<file path="src/timer_count_prescale_select_macros.svh">
// ----------------------------------------------------------------------------
// timer_count_prescale_select assertion macros
// Clocked assertion wrappers for the timer programming block.
// ----------------------------------------------------------------------------
`ifndef TIMER_COUNT_PRESCALE_SELECT_MACROS_SVH
`define TIMER_COUNT_PRESCALE_SELECT_MACROS_SVH

// same-cycle implication, disabled in reset
`define TCPS_ASSERT_IMPL(lbl, ante, cons, msg) \
    lbl: assert property (@(posedge i_clk) disable iff (!i_rst_n) (ante) |-> (cons)) \
        else $error(msg);

// next-cycle implication, disabled in reset
`define TCPS_ASSERT_NEXT(lbl, ante, cons, msg) \
    lbl: assert property (@(posedge i_clk) disable iff (!i_rst_n) (ante) |=> (cons)) \
        else $error(msg);

`endif

</file>
<file path="src/tcps_pkg.sv">
// ----------------------------------------------------------------------------
// tcps_pkg
// Shared widths, codes, state types and unit interface structs.
// ----------------------------------------------------------------------------
package tcps_pkg;

    // field widths
    localparam int REQ_W      = 2;
    localparam int INTERVAL_W = 44;
    localparam int TIME_W     = 64;
    localparam int CNT_IN_W   = 32;
    localparam int LOG2_W     = 3;
    localparam int LOAD_W     = 32;
    localparam int TICK_W     = 32;

    // stream packing
    localparam int S_TDATA_W      = 144;
    localparam int S_TUSER_W      = REQ_W;
    localparam int IN_INTERVAL_LSB = 0;
    localparam int IN_DEADLINE_LSB = IN_INTERVAL_LSB + INTERVAL_W;
    localparam int IN_NONEMPTY_BIT = IN_DEADLINE_LSB + TIME_W;
    localparam int IN_COUNTER_LSB  = IN_NONEMPTY_BIT + 1;
    localparam int M_TDATA_W      = 104;
    localparam int M_TUSER_W      = 2;
    localparam int M_FIELDS_W     = LOG2_W + LOAD_W + TIME_W;
    localparam int M_PAD_W        = M_TDATA_W - M_FIELDS_W;

    // request codes
    localparam logic [REQ_W-1:0] REQ_ONESHOT  = 2'd0;
    localparam logic [REQ_W-1:0] REQ_PERIODIC = 2'd1;
    localparam logic [REQ_W-1:0] REQ_ADVANCE  = 2'd2;

    // constants
    localparam logic [TICK_W-1:0] FS_PER_NS  = 32'd1000000;
    localparam logic [TICK_W-1:0] TICK_RESET = 32'd10000000;

    // parameter defaults
    localparam int MAX_DIV_LOG2_DEF = 7;
    localparam int COUNT_W_DEF      = 32;

    // shared mul/div unit
    localparam int MUL_A_W   = 64;
    localparam int MUL_B_W   = 32;
    localparam int MUL_P_W   = 64;
    localparam int PROD_W    = MUL_A_W + MUL_B_W;
    localparam int QUO_W     = 84;
    localparam int IDX_W     = 7;
    localparam int DIV_STEPS = 2;
    localparam logic [IDX_W-1:0] PROG_DIV_BITS = 7'd64;
    localparam logic [IDX_W-1:0] ADV_DIV_BITS  = 7'd84;
    localparam logic [IDX_W-1:0] NOW_DIV_BITS  = 7'd72;

    typedef enum logic [3:0] {
        S_IDLE,
        S_PROG_START,
        S_PROG_WAIT,
        S_ADV_DIFF,
        S_ADV_WAIT1,
        S_ADV_CLAMP,
        S_ADV_SUB,
        S_ADV_WAIT2,
        S_ADV_ADD,
        S_FINISH
    } t_state;

    typedef enum logic [1:0] {
        U_IDLE,
        U_MUL_LO,
        U_MUL_HI,
        U_DIV
    } t_unit_state;

    // floor(a * b / dvs), dividend taken from its low nbits bits
    typedef struct packed {
        logic               start;
        logic [MUL_A_W-1:0] a;
        logic [MUL_B_W-1:0] b;
        logic [TICK_W-1:0]  dvs;
        logic [IDX_W-1:0]   nbits;
    } t_unit_cmd;

    typedef struct packed {
        logic             done;
        logic [QUO_W-1:0] quo;
    } t_unit_rsp;

endpackage

</file>
<file path="src/tcps_muldiv.sv">
// ----------------------------------------------------------------------------
// tcps_muldiv
// Shared 32x32 multiplier (two partial products) feeding a restoring
// divider that retires two quotient bits per cycle.
// ----------------------------------------------------------------------------
module tcps_muldiv (
    input  logic                 i_clk,
    input  logic                 i_rst_n,
    input  tcps_pkg::t_unit_cmd  i_cmd,
    output tcps_pkg::t_unit_rsp  o_rsp
);

    localparam int MUL_A_W   = tcps_pkg::MUL_A_W;
    localparam int MUL_B_W   = tcps_pkg::MUL_B_W;
    localparam int MUL_P_W   = tcps_pkg::MUL_P_W;
    localparam int PROD_W    = tcps_pkg::PROD_W;
    localparam int QUO_W     = tcps_pkg::QUO_W;
    localparam int IDX_W     = tcps_pkg::IDX_W;
    localparam int TICK_W    = tcps_pkg::TICK_W;
    localparam int DIV_STEPS = tcps_pkg::DIV_STEPS;

    tcps_pkg::t_unit_state r_state, n_state;
    logic [MUL_A_W-1:0] r_a, n_a;
    logic [MUL_B_W-1:0] r_b, n_b;
    logic [TICK_W-1:0]  r_dvs, n_dvs;
    logic [PROD_W-1:0]  r_prod, n_prod;
    logic [QUO_W-1:0]   r_quo, n_quo;
    logic [TICK_W-1:0]  r_rem, n_rem;
    logic [IDX_W-1:0]   r_idx, n_idx;
    logic               r_done, n_done;

    logic [MUL_B_W-1:0] w_mul_a;
    logic [MUL_P_W-1:0] w_mul;

    assign w_mul_a = (r_state == tcps_pkg::U_MUL_HI) ? r_a[MUL_A_W-1:MUL_B_W]
                                                     : r_a[MUL_B_W-1:0];
    assign w_mul   = MUL_P_W'(w_mul_a) * MUL_P_W'(r_b);

    always_comb begin
        n_state = r_state;
        unique case (r_state)
            tcps_pkg::U_IDLE: begin
                if (i_cmd.start) begin
                    n_state = tcps_pkg::U_MUL_LO;
                end
            end
            tcps_pkg::U_MUL_LO: n_state = tcps_pkg::U_MUL_HI;
            tcps_pkg::U_MUL_HI: n_state = tcps_pkg::U_DIV;
            tcps_pkg::U_DIV: begin
                if (r_idx == IDX_W'(DIV_STEPS - 1)) begin
                    n_state = tcps_pkg::U_IDLE;
                end
            end
            default: n_state = tcps_pkg::U_IDLE;
        endcase
    end

    always_comb begin
        logic [TICK_W:0]    v_try;
        logic [TICK_W-1:0]  v_rem;
        logic [QUO_W-1:0]   v_quo;
        logic [IDX_W-1:0]   v_pos;
        n_a    = r_a;
        n_b    = r_b;
        n_dvs  = r_dvs;
        n_prod = r_prod;
        n_quo  = r_quo;
        n_rem  = r_rem;
        n_idx  = r_idx;
        n_done = 1'b0;
        v_rem  = r_rem;
        v_quo  = r_quo;
        v_try  = '0;
        v_pos  = r_idx;
        unique case (r_state)
            tcps_pkg::U_IDLE: begin
                if (i_cmd.start) begin
                    n_a   = i_cmd.a;
                    n_b   = i_cmd.b;
                    n_dvs = i_cmd.dvs;
                    n_idx = i_cmd.nbits - IDX_W'(1);
                    n_quo = '0;
                end
            end
            tcps_pkg::U_MUL_LO: begin
                n_prod = PROD_W'(w_mul);
            end
            tcps_pkg::U_MUL_HI: begin
                n_prod = r_prod + {w_mul, {MUL_B_W{1'b0}}};
                n_rem  = '0;
            end
            tcps_pkg::U_DIV: begin
                for (int j = 0; j < DIV_STEPS; j++) begin
                    v_pos = r_idx - IDX_W'(j);
                    v_try = {v_rem, r_prod[v_pos]};
                    if (v_try >= {1'b0, r_dvs}) begin
                        v_rem = TICK_W'(v_try - {1'b0, r_dvs});
                        v_quo = {v_quo[QUO_W-2:0], 1'b1};
                    end else begin
                        v_rem = v_try[TICK_W-1:0];
                        v_quo = {v_quo[QUO_W-2:0], 1'b0};
                    end
                end
                n_rem = v_rem;
                n_quo = v_quo;
                n_idx = r_idx - IDX_W'(DIV_STEPS);
                if (r_idx == IDX_W'(DIV_STEPS - 1)) begin
                    n_done = 1'b1;
                end
            end
            default: begin
                n_done = 1'b0;
            end
        endcase
    end

    always_ff @(posedge i_clk) begin
        if (!i_rst_n) begin
            r_state <= tcps_pkg::U_IDLE;
            r_done  <= 1'b0;
        end else begin
            r_state <= n_state;
            r_done  <= n_done;
        end
    end

    always_ff @(posedge i_clk) begin
        r_a    <= n_a;
        r_b    <= n_b;
        r_dvs  <= n_dvs;
        r_prod <= n_prod;
        r_quo  <= n_quo;
        r_rem  <= n_rem;
        r_idx  <= n_idx;
    end

    assign o_rsp.done = r_done;
    assign o_rsp.quo  = r_quo;

endmodule

</file>
<file path="src/timer_count_prescale_select.sv">
// ----------------------------------------------------------------------------
// timer_count_prescale_select
// Program requests: one multiply/divide pass, then the result is loaded.
// Advance requests: two passes; empty queue or reserved request: no pass.
// One item at a time, next accept once the result is loaded (plus any output
// stall); every pass uses the shared multiplier/divider (2 quotient bits/cycle).
// Sync active-low reset: tick period 10000000 fs, divisor one, now zero, output empty.
// ----------------------------------------------------------------------------
`include "timer_count_prescale_select_macros.svh"

module timer_count_prescale_select #(
    parameter int MAX_DIVISOR_LOG2 = tcps_pkg::MAX_DIV_LOG2_DEF,
    parameter int COUNT_WIDTH      = tcps_pkg::COUNT_W_DEF
) (
    input  logic                           i_clk,
    input  logic                           i_rst_n,
    input  logic                           i_cfg_we,
    input  logic [tcps_pkg::TICK_W-1:0]    i_cfg_wdata,
    input  logic                           i_s_tvalid,
    output logic                           o_s_tready,
    // interval_ns[43:0], deadline_ns[107:44], queue_nonempty[108],
    // counter_value[140:109], zero pad
    input  logic [tcps_pkg::S_TDATA_W-1:0] i_s_tdata,
    // req_type[1:0]
    input  logic [tcps_pkg::S_TUSER_W-1:0] i_s_tuser,
    output logic                           o_m_tvalid,
    input  logic                           i_m_tready,
    // divisor_log2[2:0], load_count[34:3], now_time_ns[98:35], zero pad
    output logic [tcps_pkg::M_TDATA_W-1:0] o_m_tdata,
    // periodic_mode[0], count_saturated[1]
    output logic [tcps_pkg::M_TUSER_W-1:0] o_m_tuser
);

    localparam int REQ_W      = tcps_pkg::REQ_W;
    localparam int INTERVAL_W = tcps_pkg::INTERVAL_W;
    localparam int TIME_W     = tcps_pkg::TIME_W;
    localparam int CNT_IN_W   = tcps_pkg::CNT_IN_W;
    localparam int LOG2_W     = tcps_pkg::LOG2_W;
    localparam int LOAD_W     = tcps_pkg::LOAD_W;
    localparam int TICK_W     = tcps_pkg::TICK_W;
    localparam int QUO_W      = tcps_pkg::QUO_W;
    localparam int MUL_A_W    = tcps_pkg::MUL_A_W;
    localparam int M_TDATA_W  = tcps_pkg::M_TDATA_W;
    localparam int M_TUSER_W  = tcps_pkg::M_TUSER_W;
    localparam int M_PAD_W    = tcps_pkg::M_PAD_W;
    localparam logic [LOAD_W-1:0] CMAX =
        LOAD_W'((64'd1 << COUNT_WIDTH) - 64'd1);

    tcps_pkg::t_state r_state, n_state;

    logic [TICK_W-1:0]     r_tick;
    logic [LOG2_W-1:0]     r_pdl, n_pdl;
    logic [TIME_W-1:0]     r_now, n_now;
    logic [INTERVAL_W-1:0] r_interval, n_interval;
    logic [TIME_W-1:0]     r_deadline, n_deadline;
    logic [CNT_IN_W-1:0]   r_counter, n_counter;
    logic [LOAD_W-1:0]     r_load, n_load;
    logic                  r_sat, n_sat;
    logic                  r_periodic, n_periodic;
    logic [LOAD_W-1:0]     r_t, n_t;
    logic                  r_out_valid, n_out_valid;
    logic [M_TDATA_W-1:0]  r_out_tdata, n_out_tdata;
    logic [M_TUSER_W-1:0]  r_out_tuser, n_out_tuser;

    logic                  w_in_acc;
    logic [REQ_W-1:0]      w_in_req;
    logic                  w_in_nonempty;
    logic                  w_out_free;
    logic [TICK_W-1:0]     w_per;
    logic [TIME_W-1:0]     w_diff;
    logic [QUO_W-1:0]      w_qs;
    logic                  w_qs_over;
    logic [LOAD_W-1:0]     w_t2;
    logic [TIME_W-1:0]     w_q0;
    logic [LOG2_W-1:0]     w_pick_k;
    logic [LOAD_W-1:0]     w_pick_cnt;
    logic                  w_pick_found;

    tcps_pkg::t_unit_cmd   w_cmd;
    tcps_pkg::t_unit_rsp   w_rsp;

    tcps_muldiv u_muldiv (
        .i_clk   (i_clk),
        .i_rst_n (i_rst_n),
        .i_cmd   (w_cmd),
        .o_rsp   (w_rsp)
    );

    assign o_s_tready    = (r_state == tcps_pkg::S_IDLE);
    assign w_in_acc      = i_s_tvalid && o_s_tready;
    assign w_in_req      = i_s_tuser[REQ_W-1:0];
    assign w_in_nonempty = i_s_tdata[tcps_pkg::IN_NONEMPTY_BIT];
    assign w_out_free    = !r_out_valid || i_m_tready;

    assign w_per  = (r_tick == '0) ? TICK_W'(1) : r_tick;
    assign w_diff = (r_deadline > r_now) ? (r_deadline - r_now) : '0;

    assign w_qs      = w_rsp.quo >> r_pdl;
    assign w_qs_over = |w_qs[QUO_W-1:COUNT_WIDTH];
    assign w_t2      = (LOAD_W'(r_counter) > r_t) ? '0 : (r_t - LOAD_W'(r_counter));
    assign w_q0      = w_rsp.quo[TIME_W-1:0];

    // smallest prescaler whose count fits
    always_comb begin
        logic              v_found;
        logic [LOG2_W-1:0] v_k;
        logic [LOAD_W-1:0] v_cnt;
        v_found = 1'b0;
        v_k     = LOG2_W'(MAX_DIVISOR_LOG2);
        v_cnt   = CMAX;
        for (int k = MAX_DIVISOR_LOG2; k >= 0; k--) begin
            if ((w_q0 >> (COUNT_WIDTH + k)) == '0) begin
                v_found = 1'b1;
                v_k     = LOG2_W'(k);
                v_cnt   = LOAD_W'(w_q0 >> k);
            end
        end
        w_pick_found = v_found;
        w_pick_k     = v_k;
        w_pick_cnt   = v_cnt;
    end

    always_comb begin
        n_state = r_state;
        unique case (r_state)
            tcps_pkg::S_IDLE: begin
                if (w_in_acc) begin
                    unique case (w_in_req) inside
                        tcps_pkg::REQ_ONESHOT, tcps_pkg::REQ_PERIODIC: begin
                            n_state = tcps_pkg::S_PROG_START;
                        end
                        tcps_pkg::REQ_ADVANCE: begin
                            n_state = w_in_nonempty ? tcps_pkg::S_ADV_DIFF
                                                    : tcps_pkg::S_FINISH;
                        end
                        default: n_state = tcps_pkg::S_FINISH;
                    endcase
                end
            end
            tcps_pkg::S_PROG_START: n_state = tcps_pkg::S_PROG_WAIT;
            tcps_pkg::S_PROG_WAIT: begin
                if (w_rsp.done) begin
                    n_state = tcps_pkg::S_FINISH;
                end
            end
            tcps_pkg::S_ADV_DIFF: n_state = tcps_pkg::S_ADV_WAIT1;
            tcps_pkg::S_ADV_WAIT1: begin
                if (w_rsp.done) begin
                    n_state = tcps_pkg::S_ADV_CLAMP;
                end
            end
            tcps_pkg::S_ADV_CLAMP: n_state = tcps_pkg::S_ADV_SUB;
            tcps_pkg::S_ADV_SUB:   n_state = tcps_pkg::S_ADV_WAIT2;
            tcps_pkg::S_ADV_WAIT2: begin
                if (w_rsp.done) begin
                    n_state = tcps_pkg::S_ADV_ADD;
                end
            end
            tcps_pkg::S_ADV_ADD: n_state = tcps_pkg::S_FINISH;
            tcps_pkg::S_FINISH: begin
                if (w_out_free) begin
                    n_state = tcps_pkg::S_IDLE;
                end
            end
            default: n_state = tcps_pkg::S_IDLE;
        endcase
    end

    always_comb begin
        n_pdl       = r_pdl;
        n_now       = r_now;
        n_interval  = r_interval;
        n_deadline  = r_deadline;
        n_counter   = r_counter;
        n_load      = r_load;
        n_sat       = r_sat;
        n_periodic  = r_periodic;
        n_t         = r_t;
        n_out_valid = r_out_valid;
        n_out_tdata = r_out_tdata;
        n_out_tuser = r_out_tuser;
        w_cmd       = '0;
        if (r_out_valid && i_m_tready) begin
            n_out_valid = 1'b0;
        end
        unique case (r_state)
            tcps_pkg::S_IDLE: begin
                if (w_in_acc) begin
                    n_interval = i_s_tdata[tcps_pkg::IN_INTERVAL_LSB +: INTERVAL_W];
                    n_deadline = i_s_tdata[tcps_pkg::IN_DEADLINE_LSB +: TIME_W];
                    n_counter  = i_s_tdata[tcps_pkg::IN_COUNTER_LSB +: CNT_IN_W];
                    n_load     = '0;
                    n_sat      = 1'b0;
                    n_periodic = (w_in_req == tcps_pkg::REQ_PERIODIC);
                end
            end
            tcps_pkg::S_PROG_START: begin
                w_cmd.start = 1'b1;
                w_cmd.a     = MUL_A_W'(r_interval);
                w_cmd.b     = tcps_pkg::FS_PER_NS;
                w_cmd.dvs   = w_per;
                w_cmd.nbits = tcps_pkg::PROG_DIV_BITS;
            end
            tcps_pkg::S_PROG_WAIT: begin
                if (w_rsp.done) begin
                    n_pdl  = w_pick_k;
                    n_load = w_pick_cnt;
                    n_sat  = !w_pick_found;
                end
            end
            tcps_pkg::S_ADV_DIFF: begin
                w_cmd.start = 1'b1;
                w_cmd.a     = w_diff;
                w_cmd.b     = tcps_pkg::FS_PER_NS;
                w_cmd.dvs   = w_per;
                w_cmd.nbits = tcps_pkg::ADV_DIV_BITS;
            end
            tcps_pkg::S_ADV_CLAMP: begin
                n_t = w_qs_over ? CMAX : w_qs[LOAD_W-1:0];
            end
            tcps_pkg::S_ADV_SUB: begin
                w_cmd.start = 1'b1;
                w_cmd.a     = MUL_A_W'(w_t2) << r_pdl;
                w_cmd.b     = w_per;
                w_cmd.dvs   = tcps_pkg::FS_PER_NS;
                w_cmd.nbits = tcps_pkg::NOW_DIV_BITS;
            end
            tcps_pkg::S_ADV_ADD: begin
                n_now = r_now + w_q0;
            end
            tcps_pkg::S_FINISH: begin
                if (w_out_free) begin
                    n_out_valid = 1'b1;
                    n_out_tdata = {{M_PAD_W{1'b0}}, r_now, r_load, r_pdl};
                    n_out_tuser = {r_sat, r_periodic};
                end
            end
            default: begin
                w_cmd = '0;
            end
        endcase
    end

    always_ff @(posedge i_clk) begin
        if (!i_rst_n) begin
            r_tick <= tcps_pkg::TICK_RESET;
        end else if (i_cfg_we) begin
            r_tick <= i_cfg_wdata;
        end
    end

    always_ff @(posedge i_clk) begin
        if (!i_rst_n) begin
            r_state     <= tcps_pkg::S_IDLE;
            r_pdl       <= '0;
            r_now       <= '0;
            r_out_valid <= 1'b0;
        end else begin
            r_state     <= n_state;
            r_pdl       <= n_pdl;
            r_now       <= n_now;
            r_out_valid <= n_out_valid;
        end
    end

    always_ff @(posedge i_clk) begin
        r_interval  <= n_interval;
        r_deadline  <= n_deadline;
        r_counter   <= n_counter;
        r_load      <= n_load;
        r_sat       <= n_sat;
        r_periodic  <= n_periodic;
        r_t         <= n_t;
        r_out_tdata <= n_out_tdata;
        r_out_tuser <= n_out_tuser;
    end

    assign o_m_tvalid = r_out_valid;
    assign o_m_tdata  = r_out_tdata;
    assign o_m_tuser  = r_out_tuser;

    // saturated count implies top prescaler and full-scale load
    `TCPS_ASSERT_IMPL(a_sat_full_scale, o_m_tvalid && o_m_tuser[1], (o_m_tdata[LOG2_W-1:0] == LOG2_W'(MAX_DIVISOR_LOG2)) && (o_m_tdata[LOG2_W+LOAD_W-1:LOG2_W] == CMAX), "saturated result without max prescaler and full count")
    // a new result only ever comes out of the finish step
    `TCPS_ASSERT_IMPL(a_out_from_finish, $rose(o_m_tvalid), $past(r_state) == tcps_pkg::S_FINISH, "output valid raised outside finish step")
    // running time only moves in the add step
    `TCPS_ASSERT_NEXT(a_now_hold, r_state != tcps_pkg::S_ADV_ADD, $stable(r_now), "running time changed outside add step")

endmodule
</file>
<file path="config.mk">
export PLATFORM = sky130hd
export DESIGN_NAME = timer_count_prescale_select
export DESIGN_NICKNAME = d
export VERILOG_FILES = /design/src/tcps_pkg.sv /design/src/tcps_muldiv.sv /design/src/timer_count_prescale_select.sv
export VERILOG_INCLUDE_DIRS = /design/src /design/src/src
export SDC_FILE = /design/constraint.sdc
export NUM_CORES = 2
export LEC_CHECK = 0
export BUFFER_PORTS_ARGS = -buffer_cell sky130_fd_sc_hd__buf_2
export CORE_MARGIN = 3
export CORE_UTILIZATION = 30
export DETAILED_ROUTE_END_ITERATION = 8
export SLEW_MARGIN = 20
export SYNTH_ARGS = -nofsm -noshare
export SYNTH_HDL_FRONTEND = slang
export SYNTH_SLANG_ARGS = --single-unit
export TNS_END_PERCENT = 100
</file>
<file path="constraint.sdc">
create_clock -name i_clk -period 19.8 [get_ports i_clk]
set_input_delay 3.96 -clock i_clk [delete_from_list [all_inputs] [get_ports i_clk]]
set_output_delay 3.96 -clock i_clk [all_outputs]
set_load 0.01 [all_outputs]
</file>
==> metrics.txt <==
first-pass detailed-route iteration total=9; row count=191; Fin. Hold Viols=0; R2R depth=33; first-pass GRT wire length=407000 µm; Slew Limit Fails=0; FF/Latch Area=21800 µm²; setup slack, reg-to-reg=7.31 ns; Max-slew headroom=0.231; H-tree depth=3; Die Ht=530 µm; gpl congestion=0.941; CP Capture Type=flop; Synth Area in Compound Gates=0.122; Routed WL per cell=21.6 µm; Seq cells post-synth=760; DRT antenna net count=0; Nets=10255; largest net degree at the start of global routing=80; Synth Flop Type=edfxtp_1; core area=272000 µm²; via/cell ratio=5.23; Netlist Area Pre-Place=82500 µm²; commonest non-fill, non-tap cell in the layout=inv_1; final WL=265000 µm; # DRC=0; clock tree skew after final layout=0.0632 ns; Worst R2R End=u_muldiv.r_prod[91]; clock buffer depth=3; vias in the first global route=66170; hold endpoint=o_m_tdata[32]; Die ar.=281000 µm²; WP data arrival=12.92 ns; main combinational cell family by area after synthesis=adder cells; Hold Path Depth=0; placed cells=12083; Hold Crit Class=flop to flop; Post-CTS Setup Repair Bufs=0; CTS tree=done; Resized cells post-CTS=0; Tot GR Track Use=0.187; total number of vias=64052; CP Launch Type=flop; clock transition at the registers of the reported paths=0.07 ns; share of the yosys chip area belonging to registers=0.264; Detailed Place HPWL=199000 µm; CP required=20.23 ns; fmax=80.1 MHz; min-delay src=r_load[29]; Post-synth ARST share=0; CTS Sinks=760; Post-Synth Adder-Cell Area=0.305; # hold bufs at CTS=0; Syn Inst Count=8623; initial antenna violation count=14; Clock Latency Late Sink=0.73 ns; layout cells sized above 1=0.0866; RSZ-0062 raised after global routing=false; fillers=27679; outcome=finished clean; CTS root buf=clkbuf_16; Yosys cell types=102; RR Startpoint=u_muldiv.r_state[0]; Port Buffers=282; Multi-input gate area=54900 µm²; most frequent cells in the layout=1067 x inv_1, 942 x nand2_1, 902 x fa_1; grt total ovfl=0; Synth Area in XOR/XNOR=0.0342; final setup vio count=0; Area Overhead vs Synth=9.46%; Worst path max stage delay=1.03 ns; multiplexer share of the synthesized area=0.0454; EDFF count, synth=653; critical path class=flop to flop; Avg Cell Area, Syn=9.56 µm²; most used cell, CP=fa_1; Boundary Pins=291; starting density of the core=0.303; CTS Buf Count=83; CP max-delay cell=mux2_2; synth warn=0; final non-filler cell total=12241; Iter 0 DRT Violations=5349; Final min period=12.49 ns; Tightest Pin Transition=1.15 ns; post-route setup TNS=0 ns; CP Max Fanout=39; Die Span X=530 µm; fin crit share=0.631; MaxCap Viol Count=0; Simple-Gate Fraction of Synth Area=0.157
[cell families after synthesis]
| kind of cell | after synthesis |
|---|---|
| AND/OR/NAND/NOR | 2623 |
| flip-flops | 760 |
| adder cells (fa/ha/maj) | 1471 |
| other | 1 |
| multiplexers | 322 |
| buffers and inverters | 1582 |
| AO/OA/AOI/OAI | 1542 |
| XOR/XNOR | 322 |
[worst max-delay path: cells and delay by family (launching register included)]
kind                     cells  cell delay (ns)
AO/OA/AOI/OAI               10             2.83
flip-flops                   1             0.34
XOR/XNOR                     2             0.54
multiplexers                 1             1.03
buffers and inverters        3             0.83
AND/OR/NAND/NOR              6             1.31
adder cells (fa/ha/maj)     11             5.27
[flip-flops by register name (all words and copies together) (netlist names), 2 cells and up]
name,flops
r_interval,44
u_muldiv.r_b,32
u_muldiv.r_idx,6
r_t,32
r_state,4
u_muldiv.r_quo,84
u_muldiv.r_rem,32
u_muldiv.r_a,64
u_muldiv.r_prod,96
u_muldiv.r_dvs,32
o_m_tdata,99
r_tick,32
o_m_tuser,2
r_now,64
r_deadline,64
r_load,32
r_pdl,3
r_counter,32
u_muldiv.r_state,2
[area by class of cell]
type,instances,share of cell area
clock inverters,50,0.00668
repair buffers,401,0.0257
flip-flops and latches,760,0.241
inverters,1070,0.0445
diodes,1,0.0000277
clock buffers,104,0.0249
multi-input cells,6285,0.608
well taps,3570,0.0495
[per-layer routing]
metal	vias up	track usage	routed length, µm
met1	32178	0.251	114000
met5	-	0	0
met2	2537	0.302	121000
met4	0	0.0752	12100
li1	28844	-	-
met3	493	0.0252	18200
[cells in the mapped netlist, drive strengths merged (12+ instances only)]
master | number | area (µm²)
a211oi | 105 | 803
a21boi | 14 | 109
a21o | 209 | 1570
a21oi | 453 | 2270
a221o | 12 | 121
a221oi | 15 | 131
a22oi | 19 | 143
a31oi | 83 | 519
a41oi | 13 | 133
and2 | 715 | 4470
and3 | 67 | 424
buf | 58 | 282
clkbuf | 454 | 1710
dfxtp | 107 | 2140
edfxtp | 653 | 19600
fa | 902 | 18100
ha | 569 | 7120
inv | 1068 | 4010
mux2 | 96 | 1080
mux2i | 194 | 1940
mux4 | 32 | 721
nand2 | 943 | 3540
nand2b | 41 | 257
nand3 | 142 | 711
nand4 | 87 | 544
nor2 | 391 | 1470
nor2b | 68 | 425
nor3 | 70 | 355
nor4 | 27 | 181
o211ai | 57 | 428
o21a | 49 | 368
o21ai | 283 | 1420
o21bai | 77 | 578
o221ai | 14 | 123
o22ai | 15 | 93.8
o31ai | 18 | 145
or2 | 14 | 87.6
or3 | 19 | 119
xnor2 | 210 | 1840
xor2 | 112 | 981
[worst max-delay path by stage]
stage	slack [ns]	from	cells past startpoint	endpoint
2_1_floorplan	7.76	i_m_tready	2	o_m_tdata[0]
3_3_place_gp	7.41	u_muldiv.r_state[0]	34	u_muldiv.r_prod[91]
3_5_place_dp	7.34	u_muldiv.r_state[0]	34	u_muldiv.r_prod[91]
4_1_cts	7.30	u_muldiv.r_state[0]	33	u_muldiv.r_prod[91]
5_1_grt	6.76	u_muldiv.r_state[0]	36	u_muldiv.r_prod[91]
6_report	7.31	u_muldiv.r_state[0]	33	u_muldiv.r_prod[91]
[through the flow]
| step | hold slack, ns | instance area [µm²] | setup WS (ns) | util |
|---|---|---|---|---|
| after floorplan | 0.400 | 82500 | 7.76 | - |
| after CTS | 0.420 | 90200 | 7.30 | 0.331 |
| after global routing | 0.423 | 90300 | 6.76 | 0.332 |
| final | 0.421 | 90300 | 7.31 | 0.332 |
| after detailed placement | 0.405 | 87400 | 7.34 | 0.321 |
| after global placement | 0.408 | 87400 | 7.41 | 0.321 |
Power is not shown: default switching activity piles up to over one toggle a cycle in this logic, so the estimate is an artifact.
